$ cat config.mk
export PLATFORM = sky130hd
export DESIGN_NAME = tpag_acc_cell
export DESIGN_NICKNAME = d
export VERILOG_FILES = /design/src/rtl/core/tensor_patch_address_generator_defines.svh /design/src/rtl/core/tpag_pkg.sv /design/src/rtl/core/tpag_acc_cell.sv
export SDC_FILE = /design/constraint.sdc
export NUM_CORES = 2
export LEC_CHECK = 0
export BUFFER_PORTS_ARGS = -buffer_cell sky130_fd_sc_hd__buf_2
export CAP_MARGIN = 20
export CORE_UTILIZATION = 35
export CTS_CLUSTER_SIZE = 40
export DETAILED_ROUTE_END_ITERATION = 8
export MAX_ROUTING_LAYER = met4
export SYNTH_ARGS = -nofsm -noshare
export SYNTH_HDL_FRONTEND = slang
export SYNTH_SLANG_ARGS = --single-unit
$ cat constraint.sdc
create_clock -name clk_i -period 0.8 [get_ports clk_i]
set_input_delay 0.16 -clock clk_i [delete_from_list [all_inputs] [get_ports clk_i]]
set_output_delay 0.16 -clock clk_i [all_outputs]
set_load 0.005 [all_outputs]
$ cat src/rtl/core/tensor_patch_address_generator_defines.svh
// Assertion macros shared by the address generator RTL.
`ifndef TENSOR_PATCH_ADDRESS_GENERATOR_DEFINES_SVH
`define TENSOR_PATCH_ADDRESS_GENERATOR_DEFINES_SVH

// Implication checked on every rising clock edge outside reset.
`define TPAG_ASSERT_IMP(lbl, ante, cons, msg) \
  lbl: assert property (@(posedge clk_i) disable iff (!rst_ni) (ante) |-> (cons)) \
    else $error(msg);

// Condition that must never hold outside reset.
`define TPAG_ASSERT_NEVER(lbl, cond, msg) \
  lbl: assert property (@(posedge clk_i) disable iff (!rst_ni) !(cond)) \
    else $error(msg);

`endif

$ cat src/rtl/core/tpag_pkg.sv
// Shared types, constants and helpers of the tensor patch address generator.
`timescale 1ns / 1ps
package tpag_pkg;

  localparam int IDX_W      = 40;  // element index width
  localparam int OUT_W      = 40;  // output offset width
  localparam int LANE_W     = 16;  // packed coordinate lane width
  localparam int LANE_COUNT = 4;
  localparam int CFG_IDX_W  = 3;
  localparam int CFG_DATA_W = 64;

  localparam int DEF_MAX_DIMS    = 4;
  localparam int DEF_OFFSET_BITS = 40;
  localparam int DEF_COORD_BITS  = 16;

  // configuration register indexes
  localparam logic [CFG_IDX_W-1:0] REG_PATCH_RANK   = 3'd0;
  localparam logic [CFG_IDX_W-1:0] REG_TENSOR_RANK  = 3'd1;
  localparam logic [CFG_IDX_W-1:0] REG_ELEM_BYTES   = 3'd2;
  localparam logic [CFG_IDX_W-1:0] REG_VIEW_START   = 3'd3;
  localparam logic [CFG_IDX_W-1:0] REG_VIEW_END     = 3'd4;
  localparam logic [CFG_IDX_W-1:0] REG_TENSOR_EXT   = 3'd5;

  typedef enum logic [1:0] {
    STATUS_OK       = 2'd0,
    STATUS_BAD_RANK = 2'd1,
    STATUS_BAD_VIEW = 2'd2
  } status_e;

  // control that travels with each item down the chain
  typedef struct packed {
    logic    valid;
    status_e status;
  } tpag_ctl_t;

  // one 16-bit lane of a packed word; lanes past the fourth read as zero
  function automatic logic [LANE_W-1:0] get_lane(logic [CFG_DATA_W-1:0] word, int d);
    logic [LANE_W-1:0] res;
    res = '0;
    if (d < LANE_COUNT) begin
      res = word[d*LANE_W +: LANE_W];
    end
    return res;
  endfunction

endpackage

$ cat src/rtl/core/tpag_acc_cell.sv
// Per-dimension accumulate: adds the coordinate's share to both offsets when the dimension is active.
`timescale 1ns / 1ps
module tpag_acc_cell #(
  parameter int OFFSET_BITS = tpag_pkg::DEF_OFFSET_BITS,
  parameter int COORD_BITS  = tpag_pkg::DEF_COORD_BITS
) (
  input  logic                         clk_i,
  input  logic                         rst_ni,
  input  logic                         en_i,
  input  tpag_pkg::tpag_ctl_t          ctl_i,
  input  logic [tpag_pkg::IDX_W-1:0]   q_i,
  input  logic [COORD_BITS-1:0]        rem_i,
  input  logic [OFFSET_BITS-1:0]       toff_i,
  input  logic [OFFSET_BITS-1:0]       poff_i,
  input  logic [COORD_BITS-1:0]        start_i,
  input  logic [OFFSET_BITS-1:0]       tstride_i,
  input  logic [OFFSET_BITS-1:0]       pstride_i,
  input  logic                         active_i,
  output tpag_pkg::tpag_ctl_t          ctl_o,
  output logic [tpag_pkg::IDX_W-1:0]   q_o,
  output logic [COORD_BITS-1:0]        rem_o,
  output logic [OFFSET_BITS-1:0]       toff_o,
  output logic [OFFSET_BITS-1:0]       poff_o
);
  import tpag_pkg::*;

  localparam int TPROD_W = OFFSET_BITS + COORD_BITS + 1;
  localparam int PPROD_W = OFFSET_BITS + COORD_BITS;

  logic [COORD_BITS:0]    tcoord;
  logic [TPROD_W-1:0]     tprod;
  logic [PPROD_W-1:0]     pprod;
  logic [OFFSET_BITS-1:0] toff_d, poff_d;
  tpag_ctl_t              ctl_q;
  logic [IDX_W-1:0]       q_q;
  logic [OFFSET_BITS-1:0] toff_q, poff_q;

  // coordinate in the tensor is start plus coordinate in the view
  always_comb begin
    tcoord = {1'b0, rem_i} + {1'b0, start_i};
    tprod  = TPROD_W'(tstride_i) * TPROD_W'(tcoord);
    pprod  = PPROD_W'(pstride_i) * PPROD_W'(rem_i);
    toff_d = active_i ? toff_i + tprod[OFFSET_BITS-1:0] : toff_i;
    poff_d = active_i ? poff_i + pprod[OFFSET_BITS-1:0] : poff_i;
  end

  always_ff @(posedge clk_i or negedge rst_ni) begin
    if (!rst_ni) begin
      ctl_q <= '{valid: 1'b0, status: STATUS_OK};
    end else if (en_i) begin
      ctl_q <= ctl_i;
    end
  end

  always_ff @(posedge clk_i) begin
    if (en_i) begin
      q_q    <= q_i;
      toff_q <= toff_d;
      poff_q <= poff_d;
    end
  end

  assign ctl_o  = ctl_q;
  assign q_o    = q_q;
  assign rem_o  = '0;  // next dimension starts a fresh remainder
  assign toff_o = toff_q;
  assign poff_o = poff_q;

endmodule

---- Word level (Yosys, flattened, before mapping) ----
Index checks and enable logic that the tools add are counted.
cells by class
  muxes and demuxes ....................... 2
  multiply operators ...................... 2
  $add $sub $neg .......................... 3
operators by type and width
  cell              number
  $add A40 B40 Y40  2
  $mux W40          2
  $mul A40 B16 Y40  1
  $mul A40 B17 Y40  1
  $add A16 B16 Y17  1
storage, ports and cells
  input port bits ......................... 239
  logic and storage cells ................. 12
  register bits ........................... 123
  output and inout port bits .............. 139

---- Logic depth before layout (Yosys ltp) ----
  depth in word-level cells ............... 4
  depth in mapped cells ................... 38

---- Worst setup path after synthesis ----
No wires, ideal clock.
  kind .................................... input-to-reg
  start point ............................. input port rem_i[4]
  end point ............................... register toff_q[39] (netlist: toff_o[39]) (data pin)
  library setup time ...................... 0.260 ns
  data required time ...................... 0.540 ns
  cell stages on the path ................. 33
  arrival time ............................ 8.369 ns
  slack ................................... -7.829 ns
  cell sequence ........................... ha_1 and2_1 a31o_1 o31a_1 o2111a_1 o31ai_1 o221ai_1 o21a_1 o21ai_0 nand2b_1 xor2_1 clkbuf_1 and2_1 fa_1 inv_1 fa_1 fa_1 fa_1 fa_1 fa_1 xnor2_1 xnor2_1 xnor2_1 xnor2_1 xnor2_1 xnor3_1 xnor2_2 xnor3_1 xnor3_2 xnor3_1 xnor2_1 xnor2_1 mux2_4
on the way
  cells in the longest elaborated chain, start to end .. 4
RTL lines
  what                  line                 source
  from (decl)           tpag_acc_cell.sv:12  input logic [COORD_BITS-1:0] rem_i,
  $add A16 B16 Y17      tpag_acc_cell.sv:40  tcoord = {1'b0, rem_i} + {1'b0, start_i};
  $mul A40 B17 Y40      tpag_acc_cell.sv:41  tprod = TPROD_W'(tstride_i) * TPROD_W'(tcoord);
  $add A40 B40 Y40      tpag_acc_cell.sv:43  toff_d = active_i ? toff_i + tprod[OFFSET_BITS-1:0] : toff_i;
  $mux W40              tpag_acc_cell.sv:43
  named net toff_d[39]  tpag_acc_cell.sv:33  logic [OFFSET_BITS-1:0] toff_d, poff_d;
  to (signal assigned)  tpag_acc_cell.sv:58  toff_q <= toff_d;
  to (decl)             tpag_acc_cell.sv:36  logic [OFFSET_BITS-1:0] toff_q, poff_q;
The timed path passes the listed nets, and every way through them passes these cells.
A chain may end at the register's enable or synchronous reset.

---- Worst setup path in the final report ----
Ends and elaborated chain as after synthesis.

==> flow_summary.toml <==
[cts]
cts_sinks = 123
cts_tree = "built"
clock_latency_ns = 0.49
clk_path_buf_depth = 2
ctsHoldBuffers = 69
htreeDepth = 4
cts_root_buf = "clkbuf_16"
cts_inserted_buffers = 17
clk_pin_slew_ns = 0.08

[placement]
hpwl_mm = 101.6
gp_congestion = 0.9249
io_buffer_count = 361
pre_cts_ws_ns = -7.957

[synth]
synth_top_flop_cell = "edfxtp_1"
avgSynthCellArea_um2 = 9.048
synth_edf_count = 120
synth.yosys.seq_area_share = 0.09659
synth_top_area_frac = 0.4899
synth_seq_cells = 123
synth_area_um2 = 38080
ys_top_cells_by_area = "fa_1 49%, inv_1 11%, edfxtp_1 9.5%, nand2_1 8.2%, ha_1 5.5%"
ys_types = 65
synth_warnings = 0
synthArstFlopShare = 0.02439
synth_top_cell_by_area = "fa_1"
syn-instance-count = 4209

[worst_setup_path]
endpoint = "toff_o[39]"
crit_start = "rem_i[4]"
ff2ff_setup_slack_ns = 0.06
start_kind = "input pin"
setup.worst_path.class = "in -> reg"
cp_slowest_cell = "fa_1"
arrival_ns = 8.31
cpMostUsedCell = "fa_1"
cp_data_required_time_ns = 1.07
reg2reg_from = "ctl_o[1]"
cpPeakStageDelay_ns = 0.51
r2r-end = "ctl_o[1]"
worstPathMaxFanout = 4
rr_worst_depth = 1
crit_path_end_kind = "register"

[status]
violations = "negative setup slack"
status = "finished, violations left"

[grt]
use_met2 = 0.3777
antenna_found_initial = 15
gr-max-usage-layer = "met2"
grt_max_degree = 41
grt_pass1_wl_mm = 190.8
grt_use_total = 0.2360
grt_pass1_vias = 33480
grt-ovfl-total = 0
grtUsageMet1 = 0.2991
grtUsageMet3 = 0.05640

[min_path]
hold_path.class = "in -> reg"

[cells_and_area]
drive_above_1_share = 0.2510
fill_cells = 10340
area_growth_pct = 29.33
layout_commonest_cell = "inv_1"
most-common-layout-cells = "1107 x inv_1, 918 x fa_1, 815 x nand2_1"
fin_util = 0.4581
fin_nets = 6390

[timing]
fin_crit_sh = 10.05
fin_crit_ns = 8.042
setup_ws_ns = -7.242
setup_viol = 203
clock-skew-final_ns = 0
fmax_ghz = 0.1243
hold_viol_final = 0
rsz0062_at_grt = "yes"
maxSlewViolCount = 0

[drt]
drc_errors = 0
ant_nets = 0
drt_pass1_iterations = 5
drt_wl_total_mm = 122.6
drtIter0Drc = 1642
vias = 30500
wl_per_cell_um = 18.91
vias_per_cell = 4.706

[die]
die_w_um = 331.9
ios = 378
core_area_um2 = 107500
start_util = 0.3543
fp-row-count = 120
die_y_um = 331.9
dieArea_um2 = 110100

[flow_run]
maxCapViolations = 0
[critical path: cells and delay by family]
kind | cells | cell delay, ns
fa+ha+maj | 8 | 3.35
xor+xnor | 4 | 0.71
mux | 1 | 0.25
simple gates | 4 | 0.49
buf+inv | 5 | 0.41
compound gates | 14 | 2.94
[flip-flops by register name, summed over array words and instances (netlist names)]
name / flops
q_o: 40
poff_o: 40
toff_o: 40
ctl_o: 3
[synth_stat cells (3+ instances only)]
| master | instances |
|---|---|
| nor2_1 | 35 |
| or2_2 | 4 |
| or3_1 | 5 |
| nand4_1 | 6 |
| nor3_1 | 11 |
| a211oi_1 | 6 |
| nand2_1 | 835 |
| o21bai_1 | 15 |
| nand3b_1 | 5 |
| o21a_1 | 15 |
| fa_1 | 932 |
| nor2b_1 | 18 |
| nand2b_1 | 42 |
| mux2_2 | 12 |
| a21o_1 | 29 |
| buf_4 | 16 |
| a31oi_1 | 3 |
| xnor3_1 | 3 |
| xor2_1 | 29 |
| and2_1 | 264 |
| clkbuf_1 | 184 |
| xnor2_1 | 91 |
| buf_1 | 4 |
| ha_1 | 168 |
| o211ai_1 | 4 |
| and3_1 | 4 |
| nand3_1 | 17 |
| dfrtp_1 | 3 |
| a21oi_1 | 59 |
| o2111ai_1 | 3 |
| o21ai_0 | 74 |
| inv_1 | 1134 |
| mux2i_1 | 7 |
| o21ai_1 | 16 |
| edfxtp_1 | 120 |
[routing by layer]
metal / up-vias / share of wire
met5: - / 0
met3: 129 / 0.077
met2: 928 / 0.48
li1: 13720 / -
met1: 15720 / 0.42
met4: 0 / 0.022
[through the flow]
| stage | cells | setup TNS, ns | area, um2 | hold slack, ns |
|---|---|---|---|---|
| 2_1_floorplan | 4224 | -376.37 | 38980 | -0.1356 |
| 3_3_place_gp | 6310 | -463.69 | 45850 | -0.04404 |
| 3_5_place_dp | 6310 | -466.79 | 45850 | -0.04161 |
| 4_1_cts | 6443 | -434.55 | 48440 | -0.02957 |
| 5_1_grt | 6480 | -457.23 | 49250 | -0.009459 |
| 6_report | 6480 | -437.95 | 49250 | 0.01886 |
[final cells by class]
type / instances / area [um2] / area share
clock buffers: 17 / 425.4 / 0.008637
well taps: 1403 / 1755 / 0.03564
flip-flops and latches: 123 / 3679 / 0.07469
clock inverters: 15 / 172.7 / 0.003506
multi-input cells: 2763 / 31160 / 0.6327
diodes: 13 / 32.53 / 0.0006605
repair buffers: 1012 / 7771 / 0.1578
inverters: 1134 / 4257 / 0.08642
[cell families after synthesis]
| logic type | synth area share |
|---|---|
| other cells | 0.00009847 |
| fa+ha+maj | 0.5451 |
| xor+xnor | 0.03042 |
| simple gates | 0.1481 |
| flops | 0.09659 |
| buf+inv | 0.1335 |
| mux | 0.005782 |
| compound gates | 0.04044 |
[timing repair]
item | CTS | global route
endpoints found under the setup margin | 203 | 203
pin swaps | 90 | 104
cloned | 2 | 1
buffers inserted | 37 | 30
resized for setup | 235 | 120
hold endpoints to repair | 72 | 2
[worst min path at each step]
stage,start,to,slack [ns],depth (start not counted)
after floorplan,rst_ni,ctl_o[0],-0.14,0
after global placement,rst_ni,ctl_o[1],-0.04,1
after detailed placement,rst_ni,ctl_o[1],-0.04,1
after CTS,poff_i[2],poff_o[2],-0.03,2
after global routing,poff_i[2],poff_o[2],-0.009,2
final,poff_i[2],poff_o[2],0.02,2
Power is not shown: default switching activity piles up to over one toggle a cycle in this logic, so the estimate is an artifact.
