===== src/rtl/core/tensor_patch_address_generator_defines.svh =====
// Assertion macros shared by the address generator RTL.
`ifndef TENSOR_PATCH_ADDRESS_GENERATOR_DEFINES_SVH
`define TENSOR_PATCH_ADDRESS_GENERATOR_DEFINES_SVH

// Implication checked on every rising clock edge outside reset.
`define TPAG_ASSERT_IMP(lbl, ante, cons, msg) \
  lbl: assert property (@(posedge clk_i) disable iff (!rst_ni) (ante) |-> (cons)) \
    else $error(msg);

// Condition that must never hold outside reset.
`define TPAG_ASSERT_NEVER(lbl, cond, msg) \
  lbl: assert property (@(posedge clk_i) disable iff (!rst_ni) !(cond)) \
    else $error(msg);

`endif


===== src/rtl/core/tpag_pkg.sv =====
// Shared types, constants and helpers of the tensor patch address generator.
`timescale 1ns / 1ps
package tpag_pkg;

  localparam int IDX_W      = 40;  // element index width
  localparam int OUT_W      = 40;  // output offset width
  localparam int LANE_W     = 16;  // packed coordinate lane width
  localparam int LANE_COUNT = 4;
  localparam int CFG_IDX_W  = 3;
  localparam int CFG_DATA_W = 64;

  localparam int DEF_MAX_DIMS    = 4;
  localparam int DEF_OFFSET_BITS = 40;
  localparam int DEF_COORD_BITS  = 16;

  // configuration register indexes
  localparam logic [CFG_IDX_W-1:0] REG_PATCH_RANK   = 3'd0;
  localparam logic [CFG_IDX_W-1:0] REG_TENSOR_RANK  = 3'd1;
  localparam logic [CFG_IDX_W-1:0] REG_ELEM_BYTES   = 3'd2;
  localparam logic [CFG_IDX_W-1:0] REG_VIEW_START   = 3'd3;
  localparam logic [CFG_IDX_W-1:0] REG_VIEW_END     = 3'd4;
  localparam logic [CFG_IDX_W-1:0] REG_TENSOR_EXT   = 3'd5;

  typedef enum logic [1:0] {
    STATUS_OK       = 2'd0,
    STATUS_BAD_RANK = 2'd1,
    STATUS_BAD_VIEW = 2'd2
  } status_e;

  // control that travels with each item down the chain
  typedef struct packed {
    logic    valid;
    status_e status;
  } tpag_ctl_t;

  // one 16-bit lane of a packed word; lanes past the fourth read as zero
  function automatic logic [LANE_W-1:0] get_lane(logic [CFG_DATA_W-1:0] word, int d);
    logic [LANE_W-1:0] res;
    res = '0;
    if (d < LANE_COUNT) begin
      res = word[d*LANE_W +: LANE_W];
    end
    return res;
  endfunction

endpackage


===== src/rtl/core/tpag_div_cell.sv =====
// One restoring division step: shifts one index bit into the remainder.
`timescale 1ns / 1ps
module tpag_div_cell #(
  parameter int OFFSET_BITS = tpag_pkg::DEF_OFFSET_BITS,
  parameter int COORD_BITS  = tpag_pkg::DEF_COORD_BITS
) (
  input  logic                         clk_i,
  input  logic                         rst_ni,
  input  logic                         en_i,
  input  tpag_pkg::tpag_ctl_t          ctl_i,
  input  logic [tpag_pkg::IDX_W-1:0]   q_i,
  input  logic [COORD_BITS-1:0]        rem_i,
  input  logic [OFFSET_BITS-1:0]       toff_i,
  input  logic [OFFSET_BITS-1:0]       poff_i,
  input  logic [COORD_BITS-1:0]        span_i,
  output tpag_pkg::tpag_ctl_t          ctl_o,
  output logic [tpag_pkg::IDX_W-1:0]   q_o,
  output logic [COORD_BITS-1:0]        rem_o,
  output logic [OFFSET_BITS-1:0]       toff_o,
  output logic [OFFSET_BITS-1:0]       poff_o
);
  import tpag_pkg::*;

  logic [COORD_BITS:0]   trial;
  logic [COORD_BITS:0]   diff;
  logic                  ge;
  logic [COORD_BITS-1:0] rem_d;
  logic [IDX_W-1:0]      q_d;
  tpag_ctl_t             ctl_q;
  logic [IDX_W-1:0]      q_q;
  logic [COORD_BITS-1:0] rem_q;
  logic [OFFSET_BITS-1:0] toff_q, poff_q;

  // trial subtract of the span from the shifted remainder
  always_comb begin
    trial = {rem_i, q_i[IDX_W-1]};
    diff  = trial - {1'b0, span_i};
    ge    = (trial >= {1'b0, span_i});
    rem_d = ge ? diff[COORD_BITS-1:0] : trial[COORD_BITS-1:0];
    q_d   = {q_i[IDX_W-2:0], ge};
  end

  always_ff @(posedge clk_i or negedge rst_ni) begin
    if (!rst_ni) begin
      ctl_q <= '{valid: 1'b0, status: STATUS_OK};
    end else if (en_i) begin
      ctl_q <= ctl_i;
    end
  end

  always_ff @(posedge clk_i) begin
    if (en_i) begin
      q_q    <= q_d;
      rem_q  <= rem_d;
      toff_q <= toff_i;
      poff_q <= poff_i;
    end
  end

  assign ctl_o  = ctl_q;
  assign q_o    = q_q;
  assign rem_o  = rem_q;
  assign toff_o = toff_q;
  assign poff_o = poff_q;

endmodule


===== config.mk =====
export PLATFORM = sky130hd
export DESIGN_NAME = tpag_div_cell
export DESIGN_NICKNAME = d
export VERILOG_FILES = /design/src/rtl/core/tensor_patch_address_generator_defines.svh /design/src/rtl/core/tpag_pkg.sv /design/src/rtl/core/tpag_div_cell.sv
export SDC_FILE = /design/constraint.sdc
export NUM_CORES = 1
export LEC_CHECK = 0
export ABC_AREA = 0
export BUFFER_PORTS_ARGS = -buffer_cell sky130_fd_sc_hd__buf_2
export CORE_MARGIN = 3
export CORE_UTILIZATION = 30
export CTS_BUF_LIST = sky130_fd_sc_hd__clkbuf_16
export DETAILED_ROUTE_END_ITERATION = 10
export GPL_TIMING_DRIVEN = 0
export PLACE_DENSITY = 0.63
export REMOVE_ABC_BUFFERS = 1
export SYNTH_ARGS = -nofsm -noshare
export SYNTH_HDL_FRONTEND = slang
export SYNTH_SLANG_ARGS = --single-unit

===== constraint.sdc =====
create_clock -name clk_i -period 1.25 [get_ports clk_i]
set_input_delay 0.25 -clock clk_i [delete_from_list [all_inputs] [get_ports clk_i]]
set_output_delay 0.25 -clock clk_i [all_outputs]
set_load 0.1 [all_outputs]

Word level (Yosys, flattened, before mapping)
Index checks and enable logic that the tools add are counted.
{ "op_classes": {"n_shift": 0, "reduce_logical": 0, "n_div": 0, "add_sub_neg": 1, "n_lt_le_gt_ge": 1, "mul": 0, "muxes": 1, "bitwise_logic": 0, "eq_ne": 0} }
{ "ops": {"columns": ["op", "n"], "rows": [
  [">= comparator 17 x 16 -> 1 bit", 1],
  ["2-to-1 mux 16 bit", 1],
  ["subtractor 16 bit", 1]
]} }
{ "totals": {"elab_cells": 9, "mem_bits_ro": 0, "out_inout_bits": 139, "latchBits": 0, "regBits": 139, "inputBits": 158, "ramBits": 0, "n_memories": 0} }

Depth between registers and ports, before layout
{ "depth": {"ltp_word": 2, "mapped_depth": 10, "mapped_depth_nobuf": 10} }

Worst setup path after synthesis
No wires, ideal clock.
{ "synth_timing": {"kind": "input to register", "startpoint": "input q_i[39] (netlist name)", "endpoint": "register rem_q[14], in the netlist rem_o[14] (data pin)", "required_time_ns": 0.990, "path_stages": 10, "path_buffers": 0, "setup_ns": 0.260, "t_arrival_ns": 1.873, "slack_ns": -0.883, "path_cell_list": "inv_1 -> ha_1 -> fa_1 -> nor2b_1 -> nor3_1 -> o21bai_1 -> a21oi_1 -> o211ai_1 -> xor2_1 -> mux2_4"} }
{ "synth_via": {"elab_chain_len": 2, "word_cells_on_any_way": 3, "cone_classes": "add/sub: 1; order compare: 1; mux: 1"} }
{ "synth_lines": {"columns": ["element", "line", "source"], "rows": [
  ["start, declared", "tpag_div_cell.sv:11", "input logic [tpag_pkg::IDX_W-1:0] q_i,"],
  ["subtractor 16 bit or >= comparator 17 x 16 -> 1 bit (tied branches)", "tpag_div_cell.sv:37, tpag_div_cell.sv:38", null],
  ["2-to-1 mux 16 bit *", "tpag_div_cell.sv:39", "rem_d = ge ? diff[COORD_BITS-1:0] : trial[COORD_BITS-1:0];"],
  ["via rem_d[14]", "tpag_div_cell.sv:27", "logic [COORD_BITS-1:0] rem_d;"],
  ["end signal, assigned", "tpag_div_cell.sv:54", "rem_q <= rem_d;"],
  ["end, declared", "tpag_div_cell.sv:31", "logic [COORD_BITS-1:0] rem_q;"]
]} }
Mark *: on every way through the listed nets, which the timed path passes. The rest lies on a longest branch.
A chain may end at the register's enable or synchronous reset.

Worst setup path in the final report
{ "layout_timing": {"startpoint": "input rem_i[7]", "endpoint": "register rem_q[2], in the netlist rem_o[2] (data pin)"} }
{ "layout_via": {"elab_chain_len": 2} }
{ "layout_lines": {"columns": ["element", "line", "source"], "rows": [
  ["start, declared", "tpag_div_cell.sv:12", "input logic [COORD_BITS-1:0] rem_i,"],
  [">= comparator 17 x 16 -> 1 bit", "tpag_div_cell.sv:38", "ge = (trial >= {1'b0, span_i});"],
  ["2-to-1 mux 16 bit", "tpag_div_cell.sv:39", null],
  ["via rem_d[2]", "tpag_div_cell.sv:27", null]
]} }
The timed path passes the listed nets, and every way through them passes these cells.

==> metrics.txt <==
status finished, violations left; failing checks setup timing; kind of critical path in2reg; TritonCTS clock tree built; Site Rows 47; DR vias 4292; Final Setup Violations 110; Ys Warns 0; Die Area 19100 um^2; register bit total from synthesis 139; Comb pwr share 34.6%; P_leak 4.35 nW; synthesized cell area 5240 um^2; largest net degree at the start of global routing 74; Avg Cell Area, Syn 18.8 um^2; FFs w/ async S/R, synth 2.16%; Crit path largest cell delay 0.42 ns; most frequent cell after synthesis edfxtp_1; synthesized instance count 278; Synth area leaders edfxtp_1 (78%), ha_1 (3.8%), mux2_4 (2.6%); switching pwr 6.25 mW; internal reg-to-reg setup slack 0.20 ns; Int Pwr 10.2 mW; Clock Power Share 29.9%; crit-path max FO 5; worst hold stages 1; vias in the first global route 4639; cell family with the largest share of critical-path delay simple AND/OR/NAND/NOR gates; number of max-cap violations 0; CTS Buffer Depth 2; CP cell instances buf_6 > ha_4 > nand4_1 > nor4_4 > nor3_4 > a21oi_4 > buf_6 > buf_12 > mux2_4; initial antenna violation count 1; CP Buf/Inv Count 3; GRT Total Usage 18.4%; Crit. End Element flop; grt ovf 0; WL per Instance 19.4 um; Clock Latency Late Sink 0.42 ns; Max Slew Vio Count 0; switching part of the total 37.9%; Required @ worst endpoint 1.41 ns; CTS root buffer clkbuf_16; Peak supply drop 1030 uV; worst hold endpoint q_o[11]; Clock Skews 0 ns; number of H-tree levels 4; Slew headroom 53.5%; crit-path most repeated cell buf_6; WP data arrival 2.05 ns; Yosys cell types 40; number of clock sinks 139; Pre-antenna DRT Iters 4; worst slack, placed -1.86 ns; Finished Layout Cells 949; area grow syn2layout 96.6%; HP Start q_i[10]; DRC viols 0; # IOs 297; DP HPWL 11100 um; CTS clk-pin slew, worst paths 0.06 ns; actual slew at the worst max-slew pin 0.697 ns; DP Cell Count 791; crit share post-route 151%; Worst Slack Setup Final -0.633 ns; final-report hold violation count 0; RSZ-0062 raised after global routing true; worst hold path class in2reg; Initial DRC Count 180; ANT nets after route 0; post-synth top area cell edfxtp_1; Worst R2R End ctl_o[0]; post-DR vias/cell 4.52; CTS buffer count 17; Synth top cells by count edfxtp_1 (136), inv_1 (19), ha_1 (16), a21oi_1 (11), nor2_1 (10); Core ar. 16800 um^2; layout cells sized above 1 59.5%; Final min period 1.88 ns; Cell Area, Placed 7000 um^2; final WL 18400 um; slowest cell on the critical path nor4_4; area of the multi-input gates 1360 um^2; first-pass GRT wire length 27000 um; fin area 10300 um^2; top_reg_cell synth edfxtp_1; Initial Util 31.1%; Seq pwr share 35.5%; startpoint types primary input; Layout Nets 890; filler cell count 1197; Power Density 1600 nW/um^2; EDFF count, synth 136; share of the synthesized area in the top cell type 78.0%; Achievable Freq 531 MHz; number of cells on the worst reg-to-reg path 3; Critical R2R Launch ctl_o[0]; Die Y 138 um; gpl congestion 0.867; IO buf count 296; Die Wd 138 um; Storage cell area 4160 um^2; register area share after synthesis 79.4%
## worst max-delay path by stage
stage	cells past startpoint	endpoint	start	slack, ns
final	9	rem_o[2]	rem_i[7]	-0.63
after global placement	7	rem_o[3]	rem_i[10]	-1.88
after CTS	11	rem_o[14]	q_i[39]	-0.58
after floorplan	8	rem_o[2]	span_i[3]	-1.32
after global routing	10	rem_o[6]	span_i[5]	-0.70
after detailed placement	7	rem_o[2]	rem_i[10]	-1.86
## sequential cells by signal, indices dropped and copies added (netlist names)
| register | count |
|---|---|
| poff_o | 40 |
| q_o | 40 |
| toff_o | 40 |
| rem_o | 16 |
| ctl_o | 3 |
## metal layers
metal	GRT usage [%]	part of all wire [%]	routed length, um
met1	18.6	34	6310
met2	34.8	56	10400
met3	6.01	6.6	1220
met4	7.02	2.9	527
met5	0	0	0
## through the flow
step	TNS (ns)	utilization (%)	hold slack [ns]	power, mW
global placement	-247.89	41.4	0.0447	10.2
CTS	-11.06	59.6	0.000198	16.4
floorplan	-20.51	-	-0.0456	9.32
detailed placement	-48.59	41.6	0.0498	10.2
finish	-11.21	61.2	0.0151	16.5
global route	-17.20	61.2	-0.00131	17.0
## cell usage in the layout (no fill, tap or decap), drive strengths merged, types with 5 or more instances in the layout
| cell type | Yosys | final |
|---|---|---|
| clkbuf | 0 | 18 |
| mux2 | 14 | 14 |
| xor2 | 6 | 6 |
| nor2 | 10 | 10 |
| inv | 19 | 26 |
| dlygate4sd3 | 0 | 93 |
| edfxtp | 136 | 136 |
| xnor2 | 5 | 5 |
| nand2 | 8 | 8 |
| o21bai | 6 | 6 |
| a21o | 7 | 7 |
| buf | 4 | 327 |
| o21ai | 6 | 6 |
| ha | 16 | 16 |
| a21oi | 14 | 15 |
| clkinv | 0 | 5 |
## power by group through the flow
stage | Combinational, mW | Clock (mW) | Sequential [mW]
final | 5.71 | 4.93 | 5.85
after CTS | 5.56 | 5.01 | 5.83
after detailed placement | 4.40 | 0 | 5.81
after floorplan | 0.519 | 0 | 8.81
after global placement | 4.37 | 0 | 5.81
after global routing | 5.87 | 5.26 | 5.88
## final cells by class
cell class | count | area share (%)
flip-flops and latches | 139 | 40.4
repair buffers | 421 | 37.3
multi-input cells | 117 | 13.2
clock buffers | 17 | 4.13
well taps | 220 | 2.67
clock inverters | 15 | 1.52
inverters | 19 | 0.790
diodes | 1 | 0.0243
## timing repair
item | CTS | global route
pin swaps | 40 | 3
gates cloned | 2 | 0
hold buffers | 77 | 16
endpoints found under the hold margin | 79 | 16
gates resized for setup | 381 | 36
endpoints found under the setup margin | 156 | 156
setup buffers | 29 | 4
## kinds of logic after synthesis
family	Yosys count	share of synthesized area (%)
AOI/OAI and AO/OA	43	5.83
xor gates and xnor gates	11	1.84
adders and majority gates	17	4.20
buffers and inverters	23	1.91
DFF	139	79.4
muxes	14	3.65
and+or+nand+nor	31	3.18
(Power assumes the default switching activity.)
